<file path="src/design/text_cursor_controller_core_macros.svh">
// Assertion macros shared by the text cursor controller RTL.
// No dependencies; included by the modules that carry assertions.
`ifndef TEXT_CURSOR_CONTROLLER_CORE_MACROS_SVH
`define TEXT_CURSOR_CONTROLLER_CORE_MACROS_SVH

`ifndef ASSERT_OFF
// Property must hold at every clock edge outside reset.
`define TCC_ASSERT(label, prop, msg) \
    label: assert property (@(posedge clk) disable iff (!rst_n) (prop)) else $error(msg);
// Expression must never be true outside reset.
`define TCC_ASSERT_NEVER(label, expr, msg) \
    label: assert property (@(posedge clk) disable iff (!rst_n) !(expr)) else $error(msg);
`else
`define TCC_ASSERT(label, prop, msg)
`define TCC_ASSERT_NEVER(label, expr, msg)
`endif

`endif

</file>
<file path="src/design/tcc_pkg.sv">
// Shared types and constants of the text cursor controller.
// No dependencies; used by every module of the block.
`timescale 1ns / 1ps

package tcc_pkg;

    localparam int unsigned MAX_COLS = 256;
    localparam int unsigned MAX_ROWS = 128;
    localparam int unsigned CELL_W_MAX = 32;
    localparam int unsigned CELL_H_MAX = 64;
    localparam logic [13:0] PIXEL_MAX = 14'h3FFF;

    localparam logic [7:0] CHAR_NEWLINE = 8'h0A;
    localparam logic [7:0] CHAR_BACKSPACE = 8'h08;

    // Config register indexes
    typedef enum logic [2:0] {
        REG_ORIGIN_X    = 3'd0,
        REG_ORIGIN_Y    = 3'd1,
        REG_CELL_WIDTH  = 3'd2,
        REG_CELL_HEIGHT = 3'd3,
        REG_TOTAL_COLS  = 3'd4,
        REG_TOTAL_ROWS  = 3'd5,
        REG_BS_ENABLE   = 3'd6
    } reg_idx_t;

    typedef enum logic {
        FUNC_WRITE = 1'b0,
        FUNC_SET   = 1'b1
    } func_t;

    typedef enum logic [1:0] {
        ACT_MOVE    = 2'd0,
        ACT_DRAW    = 2'd1,
        ACT_RESTORE = 2'd2,
        ACT_REJECT  = 2'd3
    } action_t;

    // Effective (clamped) configuration
    typedef struct packed {
        logic [11:0] origin_x;
        logic [11:0] origin_y;
        logic [5:0]  cell_w;   // 0..32
        logic [6:0]  cell_h;   // 0..64
        logic [8:0]  cols;     // 1..256
        logic [7:0]  rows;     // 1..128
        logic        bs_en;
    } cfg_t;

    typedef struct packed {
        func_t      func;
        logic [7:0] char_code;
        logic [7:0] new_row;
        logic [7:0] new_col;
    } item_t;

    typedef struct packed {
        action_t     action;
        logic [13:0] pixel_x;
        logic [13:0] pixel_y;
        logic [7:0]  glyph_code;
        logic [6:0]  cursor_row;
        logic [7:0]  cursor_col;
    } result_t;

endpackage

</file>
<file path="src/design/tcc_cfg_regs.sv">
// Configuration register file with range clamping of counts and cell sizes.
// Depends on tcc_pkg.
`timescale 1ns / 1ps

module tcc_cfg_regs
(
    input  logic               clk,
    input  logic               rst_n,
    input  logic               cfg_valid,
    output logic               cfg_ready,
    input  logic [2:0]         cfg_index,
    input  logic [11:0]        cfg_data,
    output tcc_pkg::cfg_t      cfg
);

    logic [11:0] origin_x_reg;
    logic [11:0] origin_y_reg;
    logic [5:0]  cell_width_reg;
    logic [6:0]  cell_height_reg;
    logic [8:0]  total_cols_reg;
    logic [7:0]  total_rows_reg;
    logic        bs_enable_reg;

    assign cfg_ready = 1'b1;

    always_ff @(posedge clk or negedge rst_n)
    begin
        if (!rst_n)
        begin
            origin_x_reg    <= 12'd0;
            origin_y_reg    <= 12'd0;
            cell_width_reg  <= 6'd8;
            cell_height_reg <= 7'd16;
            total_cols_reg  <= 9'd80;
            total_rows_reg  <= 8'd25;
            bs_enable_reg   <= 1'b1;
        end
        else if (cfg_valid)
        begin
            case (cfg_index)
                tcc_pkg::REG_ORIGIN_X:    origin_x_reg    <= cfg_data;
                tcc_pkg::REG_ORIGIN_Y:    origin_y_reg    <= cfg_data;
                tcc_pkg::REG_CELL_WIDTH:  cell_width_reg  <= cfg_data[5:0];
                tcc_pkg::REG_CELL_HEIGHT: cell_height_reg <= cfg_data[6:0];
                tcc_pkg::REG_TOTAL_COLS:  total_cols_reg  <= cfg_data[8:0];
                tcc_pkg::REG_TOTAL_ROWS:  total_rows_reg  <= cfg_data[7:0];
                tcc_pkg::REG_BS_ENABLE:   bs_enable_reg   <= cfg_data[0];
                default: ;
            endcase
        end
    end

    // Zero counts act as one, large ones saturate; sizes only saturate
    always_comb
    begin
        cfg.origin_x = origin_x_reg;
        cfg.origin_y = origin_y_reg;
        cfg.bs_en    = bs_enable_reg;

        if (cell_width_reg > 6'(tcc_pkg::CELL_W_MAX))
            cfg.cell_w = 6'(tcc_pkg::CELL_W_MAX);
        else
            cfg.cell_w = cell_width_reg;

        if (cell_height_reg > 7'(tcc_pkg::CELL_H_MAX))
            cfg.cell_h = 7'(tcc_pkg::CELL_H_MAX);
        else
            cfg.cell_h = cell_height_reg;

        if (total_cols_reg == 9'd0)
            cfg.cols = 9'd1;
        else if (10'(total_cols_reg) > 10'(tcc_pkg::MAX_COLS))
            cfg.cols = 9'(tcc_pkg::MAX_COLS);
        else
            cfg.cols = total_cols_reg;

        if (total_rows_reg == 8'd0)
            cfg.rows = 8'd1;
        else if (9'(total_rows_reg) > 9'(tcc_pkg::MAX_ROWS))
            cfg.rows = 8'(tcc_pkg::MAX_ROWS);
        else
            cfg.rows = total_rows_reg;
    end

endmodule

</file>
<file path="src/design/tcc_step.sv">
// Single-pass cursor step: next cursor and cell pixel origin for one item.
// Depends on tcc_pkg.
`timescale 1ns / 1ps

module tcc_step
(
    input  tcc_pkg::cfg_t    cfg,
    input  tcc_pkg::item_t   item,
    input  logic [6:0]       row_i,
    input  logic [7:0]       col_i,
    output tcc_pkg::result_t res
);

    logic signed [9:0] bc;
    logic signed [8:0] br;
    logic [8:0]        dc;
    logic [7:0]        dr;
    logic [7:0]        nl_row;
    logic [7:0]        px_col;
    logic [6:0]        px_row;
    logic [14:0]       sum_x;
    logic [14:0]       sum_y;
    logic              is_bs;

    // Backspace path; the cursor may sit beyond shrunken counts
    always_comb
    begin
        bc = $signed({2'b00, col_i}) - 10'sd1;
        br = $signed({2'b00, row_i});
        if (bc[9])
        begin
            bc = $signed({1'b0, cfg.cols}) - 10'sd1;
            br = br - 9'sd1;
        end
        if (br[8])
        begin
            br = $signed({1'b0, cfg.rows}) - 9'sd1;
            bc = 10'sd0;
        end
        if (bc >= $signed({1'b0, cfg.cols}))
        begin
            bc = 10'sd0;
            br = br + 9'sd1;
        end
        if (br >= $signed({1'b0, cfg.rows}))
        begin
            br = 9'sd0;
            bc = 10'sd0;
        end
    end

    // Draw path: advance with wrap
    always_comb
    begin
        dc = {1'b0, col_i} + 9'd1;
        dr = {1'b0, row_i};
        if (dc >= cfg.cols)
        begin
            dc = 9'd0;
            dr = dr + 8'd1;
        end
        if (dr >= cfg.rows)
        begin
            dr = 8'd0;
            dc = 9'd0;
        end
    end

    assign nl_row = ({1'b0, row_i} + 8'd1 >= cfg.rows) ? 8'd0 : {1'b0, row_i} + 8'd1;

    // Operands widened first so the products keep all their bits
    assign is_bs  = (item.char_code == tcc_pkg::CHAR_BACKSPACE) && cfg.bs_en;
    assign px_col = is_bs ? bc[7:0] : col_i;
    assign px_row = is_bs ? br[6:0] : row_i;
    assign sum_x  = 15'(cfg.origin_x) + 15'(px_col) * 15'(cfg.cell_w);
    assign sum_y  = 15'(cfg.origin_y) + 15'(px_row) * 15'(cfg.cell_h);

    always_comb
    begin
        res.action     = tcc_pkg::ACT_MOVE;
        res.pixel_x    = 14'd0;
        res.pixel_y    = 14'd0;
        res.glyph_code = 8'd0;
        res.cursor_row = row_i;
        res.cursor_col = col_i;

        if (item.func == tcc_pkg::FUNC_SET)
        begin
            if (item.new_row >= cfg.rows || {1'b0, item.new_col} >= cfg.cols)
                res.action = tcc_pkg::ACT_REJECT;
            else
            begin
                res.cursor_row = item.new_row[6:0];
                res.cursor_col = item.new_col;
            end
        end
        else if (item.char_code == tcc_pkg::CHAR_NEWLINE)
        begin
            res.cursor_row = nl_row[6:0];
            res.cursor_col = 8'd0;
        end
        else
        begin
            res.action  = is_bs ? tcc_pkg::ACT_RESTORE : tcc_pkg::ACT_DRAW;
            res.pixel_x = sum_x[14] ? tcc_pkg::PIXEL_MAX : sum_x[13:0];
            res.pixel_y = sum_y[14] ? tcc_pkg::PIXEL_MAX : sum_y[13:0];
            if (is_bs)
            begin
                res.cursor_row = br[6:0];
                res.cursor_col = bc[7:0];
            end
            else
            begin
                res.glyph_code = item.char_code;
                res.cursor_row = dr[6:0];
                res.cursor_col = dc[7:0];
            end
        end
    end

endmodule

</file>
<file path="src/design/text_cursor_controller_core.sv">
// Text cursor controller: top level with input register, step logic and
// result register. Depends on tcc_pkg, tcc_cfg_regs, tcc_step and the macro header.
//
// Usage:
//   Input stream (s_*): one request per item. s_tuser is func (0 write
//   character, 1 set cursor); s_tdata carries char_code, new_row, new_col.
//   Output stream (m_*): exactly one result per request, in order. m_tuser
//   is the action code; m_tdata carries the cell pixel origin, glyph code
//   and the cursor after the request.
//   Config channel (cfg_*): register index and data, always ready, takes
//   effect at once; write only while no request is in flight.
// Pipeline: an accepted request passes two register stages (input register,
//   result register) before it is presented on m_*.
// Throughput: one request per cycle while m_tready is high. The cursor update is a single
//   combinational step between the input register and the result register,
//   so a request following in the next cycle sees the updated cursor.
// Reset: rst_n clears the cursor to row 0, column 0, empties both stages
//   and restores the config registers to their defaults.
// Stall: when m_tready is low the result register holds; the input register
//   takes a request only while empty, then s_tready stays low until the result drains.
`timescale 1ns / 1ps

`include "text_cursor_controller_core_macros.svh"

module text_cursor_controller_core
(
    input  logic        clk,
    input  logic        rst_n,

    input  logic        s_tvalid,
    output logic        s_tready,
    input  logic [23:0] s_tdata,   // [7:0] char_code, [15:8] new_row, [23:16] new_col
    input  logic [0:0]  s_tuser,   // [0] func

    output logic        m_tvalid,
    input  logic        m_tready,
    output logic [55:0] m_tdata,   // [13:0] pixel_x, [27:14] pixel_y, [35:28] glyph_code,
                                   // [42:36] cursor_row_out, [50:43] cursor_col_out, rest 0
    output logic [1:0]  m_tuser,   // [1:0] action

    input  logic        cfg_valid,
    output logic        cfg_ready,
    input  logic [2:0]  cfg_index,
    input  logic [11:0] cfg_data
);

    tcc_pkg::cfg_t    cfg;
    tcc_pkg::item_t   in_item_reg;
    tcc_pkg::result_t step_res;
    tcc_pkg::result_t res_reg;

    logic       in_valid_reg;
    logic       in_valid_next;
    logic       out_valid_reg;
    logic       out_valid_next;
    logic [6:0] cursor_row_reg;
    logic [7:0] cursor_col_reg;
    logic       s_accept;
    logic       out_load;
    logic       adv;

    tcc_cfg_regs u_cfg
    (
        .clk       (clk),
        .rst_n     (rst_n),
        .cfg_valid (cfg_valid),
        .cfg_ready (cfg_ready),
        .cfg_index (cfg_index),
        .cfg_data  (cfg_data),
        .cfg       (cfg)
    );

    tcc_step u_step
    (
        .cfg   (cfg),
        .item  (in_item_reg),
        .row_i (cursor_row_reg),
        .col_i (cursor_col_reg),
        .res   (step_res)
    );

    // Handshake: result register loads when empty or draining
    assign out_load = !out_valid_reg || m_tready;
    assign adv      = in_valid_reg && out_load;
    assign s_tready = !in_valid_reg || out_load;
    assign s_accept = s_tvalid && s_tready;

    always_comb
    begin
        in_valid_next = in_valid_reg;
        if (s_accept)
            in_valid_next = 1'b1;
        else if (adv)
            in_valid_next = 1'b0;

        out_valid_next = out_valid_reg;
        if (adv)
            out_valid_next = 1'b1;
        else if (m_tready)
            out_valid_next = 1'b0;
    end

    always_ff @(posedge clk or negedge rst_n)
    begin
        if (!rst_n)
        begin
            in_valid_reg   <= 1'b0;
            out_valid_reg  <= 1'b0;
            cursor_row_reg <= 7'd0;
            cursor_col_reg <= 8'd0;
        end
        else
        begin
            in_valid_reg  <= in_valid_next;
            out_valid_reg <= out_valid_next;
            if (adv)
            begin
                cursor_row_reg <= step_res.cursor_row;
                cursor_col_reg <= step_res.cursor_col;
            end
        end
    end

    // Payload registers
    always_ff @(posedge clk)
    begin
        if (s_accept)
        begin
            in_item_reg.func      <= tcc_pkg::func_t'(s_tuser[0]);
            in_item_reg.char_code <= s_tdata[7:0];
            in_item_reg.new_row   <= s_tdata[15:8];
            in_item_reg.new_col   <= s_tdata[23:16];
        end
        if (adv)
            res_reg <= step_res;
    end

    assign m_tvalid = out_valid_reg;
    assign m_tuser  = res_reg.action;
    assign m_tdata  = {5'd0, res_reg.cursor_col, res_reg.cursor_row, res_reg.glyph_code,
                       res_reg.pixel_y, res_reg.pixel_x};

    // Checks
    `TCC_ASSERT(a_cursor_hold, !$past(adv) |-> ($stable(cursor_row_reg) && $stable(cursor_col_reg)), "cursor moved without a request")
    `TCC_ASSERT(a_result_cursor, adv |=> (res_reg.cursor_row == cursor_row_reg && res_reg.cursor_col == cursor_col_reg), "result cursor differs from state")
    `TCC_ASSERT(a_reject_keeps, (adv && step_res.action == tcc_pkg::ACT_REJECT) |=> ($stable(cursor_row_reg) && $stable(cursor_col_reg)), "rejected set moved cursor")
    `TCC_ASSERT_NEVER(a_glyph_only_draw, m_tvalid && res_reg.action != tcc_pkg::ACT_DRAW && res_reg.glyph_code != 8'd0, "glyph code set on non-draw result")
    `TCC_ASSERT_NEVER(a_no_overwrite, in_valid_reg && !adv && s_accept, "input register overwritten")

endmodule

</file>
<file path="config.mk">
export PLATFORM = sky130hd
export DESIGN_NAME = text_cursor_controller_core
export DESIGN_NICKNAME = d
export VERILOG_FILES = /design/src/design/tcc_pkg.sv /design/src/design/tcc_cfg_regs.sv /design/src/design/tcc_step.sv /design/src/design/text_cursor_controller_core.sv
export VERILOG_INCLUDE_DIRS = /design/src /design/src/design
export SDC_FILE = /design/constraint.sdc
export NUM_CORES = 1
export LEC_CHECK = 0
export CAP_MARGIN = 20
export CELL_PAD_IN_SITES_DETAIL_PLACEMENT = 0
export CELL_PAD_IN_SITES_GLOBAL_PLACEMENT = 1
export CORE_MARGIN = 2
export CORE_UTILIZATION = 33
export CTS_CLUSTER_DIAMETER = 150
export CTS_CLUSTER_SIZE = 10
export DETAILED_ROUTE_END_ITERATION = 8
export DONT_BUFFER_PORTS = 1
export GPL_ROUTABILITY_DRIVEN = 1
export GPL_TIMING_DRIVEN = 1
export PLACE_DENSITY = 0.65
export SKIP_LAST_GASP = 1
export SLEW_MARGIN = 25
export SYNTH_ARGS = -nofsm -noshare
export SYNTH_HDL_FRONTEND = slang
export SYNTH_HIERARCHICAL = 1
export SYNTH_SLANG_ARGS = --single-unit
</file>
<file path="constraint.sdc">
create_clock -name clk -period 29.2 [get_ports clk]
set_input_delay 5.84 -clock clk [delete_from_list [all_inputs] [get_ports clk]]
set_output_delay 5.84 -clock clk [all_outputs]
set_load 0.05 [all_outputs]
</file>
Yosys cells after proc, flatten, opt, wreduce, memory -nomap -nowiden --
Cells that the tools add are included. W data, S select, Z words.
Cells by class: add/sub/neg operators 9, $mul 2, magnitude comparators 11, equality and inequality tests 8, multiplexer cells 36, reduce and logical (&&, ||, !) cells 22
Operators with widths (number):
- $mux W8 | 9
- $mux W15 | 4
- $mux W9 | 5
- $mux W38 | 1
- $mux W7 | 5
- $add A12 B14 Y15 | 2
- $mux W14 | 2
- $ge A8 B8 Y1 | 3
- $mux W10 | 2
- $ge A9 B9 Y1 | 2
- $sub A8 B1 Y9 const B | 2
- $eq A8 B4 Y1 const B | 2
- $mul A7 B7 Y14 | 1
- $mul A8 B6 Y14 | 1
- $reduce_and A2 Y1 | 7
- $ge A10 B10 Y1 | 1
- $sub A9 B1 Y10 const B | 1
- $add A8 B1 Y9 const B | 1
- $add A9 B2 Y9 const B | 1
- $eq A3 B3 Y1 const B | 3
- $ge A8 B9 Y1 | 1
- $gt A9 B9 Y1 const B | 1
- $logic_not A9 Y1 | 1
- $add A7 B1 Y8 const B | 1
- other kinds (17) | 29
Storage, ports and cells: register bits after elaboration 150, input port bits 45, output and inout port bits 61, word-level logic and storage cells 109

Longest topological paths before layout --
depth in word-level cells 16, mapped depth 44, depth with buffers taken out 42

Modules after synthesis --
Netlist, hierarchy kept.
By module, submodules not included:
- tcc_step | times used 1, cells an instance 1014, area each 7757.4 um^2, sequential area each 0.0 um^2
- text_cursor_controller_core | times used 1, cells an instance 124, area each 3088.0 um^2, sequential area each 2767.7 um^2
- tcc_cfg_regs | times used 1, cells an instance 160, area each 2469.9 um^2, sequential area each 1386.3 um^2

Worst setup path before layout --
Ideal clock, no wire load.
kind input port to output port, start in m_tready, end out s_tready, arrival time 6323 ps, data required time 23360 ps, path slack 17037 ps, stages on the path 1, path buffers 0, path through nand3b_1
On the way: longest elaborated chain between the ends 2
RTL lines:
- start: declaration | RTL line text_cursor_controller_core.sv:36 | input logic m_tready,
- $logic_or A1 B1 Y1 | RTL line text_cursor_controller_core.sv:83 | assign out_load = !out_valid_reg || m_tready;
- $logic_or A1 B1 Y1 | RTL line text_cursor_controller_core.sv:85 | assign s_tready = !in_valid_reg || out_load;
- end: declaration | RTL line text_cursor_controller_core.sv:31 | output logic s_tready,
Every way passes these cells.

==> flow_summary.json <==
{
  "synth_top_cell_by_area": "edfxtp_1",
  "routed-via-count": 9256,
  "crit_path_max_fanout": 14,
  "p_per_area_nw_per_um2": 115,
  "initial_core_util_pct": 33.4,
  "synth_edf_count": 78,
  "antenna_cells": 0,
  "dr.pass1.iters": 5,
  "clock-root-buffer": "clkbuf_16",
  "yosysTopAreaCellShare_pct": 17.6,
  "routedWlPerCell_um": 18.1,
  "holdBufCountCts": 0,
  "ys_seq_area_share_pct": 31.2,
  "dieWidth_um": 205,
  "fillers": 4063,
  "largest_reg_flops": 51,
  "max_freq_mhz": 81.3,
  "cts_tree": "yes",
  "cts.sinks": 150,
  "die_area_um2": 42000,
  "start_kind": "flop",
  "place_congestion": 0.846,
  "grt_remaining_overflow": 0,
  "irDropWorstVdd_mv": 0.0406,
  "dr.first_iter.drc_count": 496,
  "grt_pass1_vias": 9771,
  "reg2reg_slack_ns": 16.90,
  "synth_area_leaders": "edfxtp_1, ha_1, dfrtp_1",
  "rows": 73,
  "via_per_inst": 5.08,
  "min_path_type": "flop to flop",
  "syn_avg_cell_area_um2": 10.3,
  "grt_setup_unrepaired": "no",
  "required_ns": 29.36,
  "grt_max_degree": 73,
  "die_h_um": 205,
  "ios": 106,
  "fin_worst_skew_ns": 0.0118,
  "synth_area_um2": 13300,
  "slowest_delay_ns": 0.73,
  "crit_slowest_cell": "xor2_1",
  "finalMaxSlewViolations": 0,
  "dp_cells": 1789,
  "hpwl_um": 25600,
  "fin_crit_ns": 12.30,
  "finalHoldViolCount": 0,
  "period_share_pct": 42.1,
  "route.detailed.drc": 0,
  "synth_most_common_cell": "inv_1",
  "final_cells": 1821,
  "critPathArrivalTime_ns": 12.46,
  "cts_setup_buffers": 0,
  "ys_ff_latch": 150,
  "layout-drive-gt1-share_pct": 12.1,
  "endpoint_kind": "flop",
  "seq_area_um2": 4150,
  "synthCells": 1298,
  "globalRouteTotalUtil_pct": 16.5,
  "core_area_um2": 39800,
  "numCtsBuffers": 17,
  "port_buffers": 0,
  "grt_pass1_wl_um": 53800,
  "clockBufferDepth": 2,
  "yosysUniqueCellTypes": 90,
  "multiInputGateArea_um2": 8320,
  "synth.top_cells.by_count": "inv_1, ha_1, edfxtp_1",
  "wl_um": 33000,
  "status": "finished clean",
  "clkLatencyLatePin_ns": 0.44,
  "criticalPathCategory": "flop to flop",
  "htreeDepth": 4,
  "nNetsFinal": 1531,
  "tns_ns": 0,
  "leakage_nw": 6.30,
  "synthFlopType": "edfxtp_1",
  "clkSlewWorstSetupHoldPaths_ns": 0.07,
  "area_growth_pct": 8.00,
  "cap_violations": 0,
  "ant_nets": 0,
  "relSlewSlack_pct": 31.2,
  "setup_viol": 0,
  "async_reset_ff_share_pct": 48.0,
  "tightestPinTransition_ns": 1.02,
  "antenna_found_initial": 0,
  "yosys_warnings": 6,
  "post_cts_resized": 0
}
==> logic make-up (layout without fill, tap and decap cells) <==
logic type                 after synthesis  count (layout)  synth area share, %
adders and majority gates              203             203                 23.0
xor gates and xnor gates                63              63                 4.14
muxes                                   90              90                 8.30
AOI/OAI and AO/OA                      222             222                 10.7
buffers and inverters                  207             201                 6.56
other                                    2               6               0.0564
and+or+nand+nor                        361             361                 16.0
DFF                                    150             150                 31.2
==> power breakdown <==
group | leakage (nW) | total, W | switching (W) | internal [W]
Clock | 0.292 | 0.000219 | 0.000101 | 0.000118
Sequential | 1.62 | 0.000437 | 0.000139 | 0.000298
Combinational | 4.39 | 0.000995 | 0.000567 | 0.000428
==> placed cells by master (no fill, tap or decap), drive strengths merged, types with 10 or more instances in the layout <==
cell	n
dfrtp	64
nor2	50
ha	133
inv	170
and2	53
o21ai	38
fa	70
mux2i	14
nand2	60
and3	12
a31oi	14
xnor2	39
mux2	76
nand3	18
a21o	13
clkbuf	19
buf	10
edfxtp	78
nor2b	58
a21oi	77
xor2	24
nor3	20
nand2b	31
==> layout make-up <==
class	count	share of cell area, %
clock buffer	19	3.15
clock inverter	13	0.896
inverter	159	4.15
multi-input combinational	945	57.8
sequential	150	28.9
tap	525	4.57
timing repair buffer	10	0.522
==> critical path, delay by kind of cell, from the launching register on <==
kind                     cells  cell delay [ns]
XOR/XNOR                     2             0.86
flip-flops                   1             0.59
adder cells (fa/ha/maj)      7             2.81
multiplexers                 2             0.76
AND/OR/NAND/NOR             11             3.12
AO/OA/AOI/OAI               13             3.64
buffers and inverters        4             0.22
==> per-stage QoR <==
stage	util [%]	hold WS (ns)	setup WS, ns	total power, W	area [um2]
after global placement	34.6	0.479	17.03	0.00143	13800
after detailed placement	34.6	0.485	17.02	0.00144	13800
after global routing	36.1	0.508	15.99	0.00183	14400
after CTS	36.1	0.500	17.02	0.00167	14400
final	36.1	0.500	16.90	0.00165	14400
after floorplan	-	0.471	17.04	0.00122	13300
==> path summary, 6_finish.rpt <==
check	from	to	cells after the start
max	u_cfg/total_cols_reg[8]$_DFFE_PN0P_	m_tdata[0]$_DFFE_PP_	39
max in group asynchronous	rst_n	u_cfg/total_rows_reg[4]$_DFFE_PN1P_	0
min	u_cfg/cell_height_reg[5]$_DFFE_PN0P_	u_cfg/cell_height_reg[5]$_DFFE_PN0P_	1
min reg2reg	u_cfg/cell_height_reg[5]$_DFFE_PN0P_	u_cfg/cell_height_reg[5]$_DFFE_PN0P_	1
min in group asynchronous	rst_n	cursor_col_reg[0]$_DFFE_PN0P_	0
max reg2reg	u_cfg/total_cols_reg[8]$_DFFE_PN0P_	m_tdata[0]$_DFFE_PP_	39
==> routing by layer <==
metal | track usage (%) | wire length, um | part of all wire, % | vias up
met5 | 0 | 0 | 0 | -
met4 | 5.73 | 722 | 2.2 | 0
met3 | 2.77 | 1220 | 3.7 | 41
met2 | 28.2 | 16200 | 49 | 172
met1 | 21.0 | 14900 | 45 | 4583
li1 | - | - | - | 4460
No activity file was read; power rests on OpenSTA's default activity.
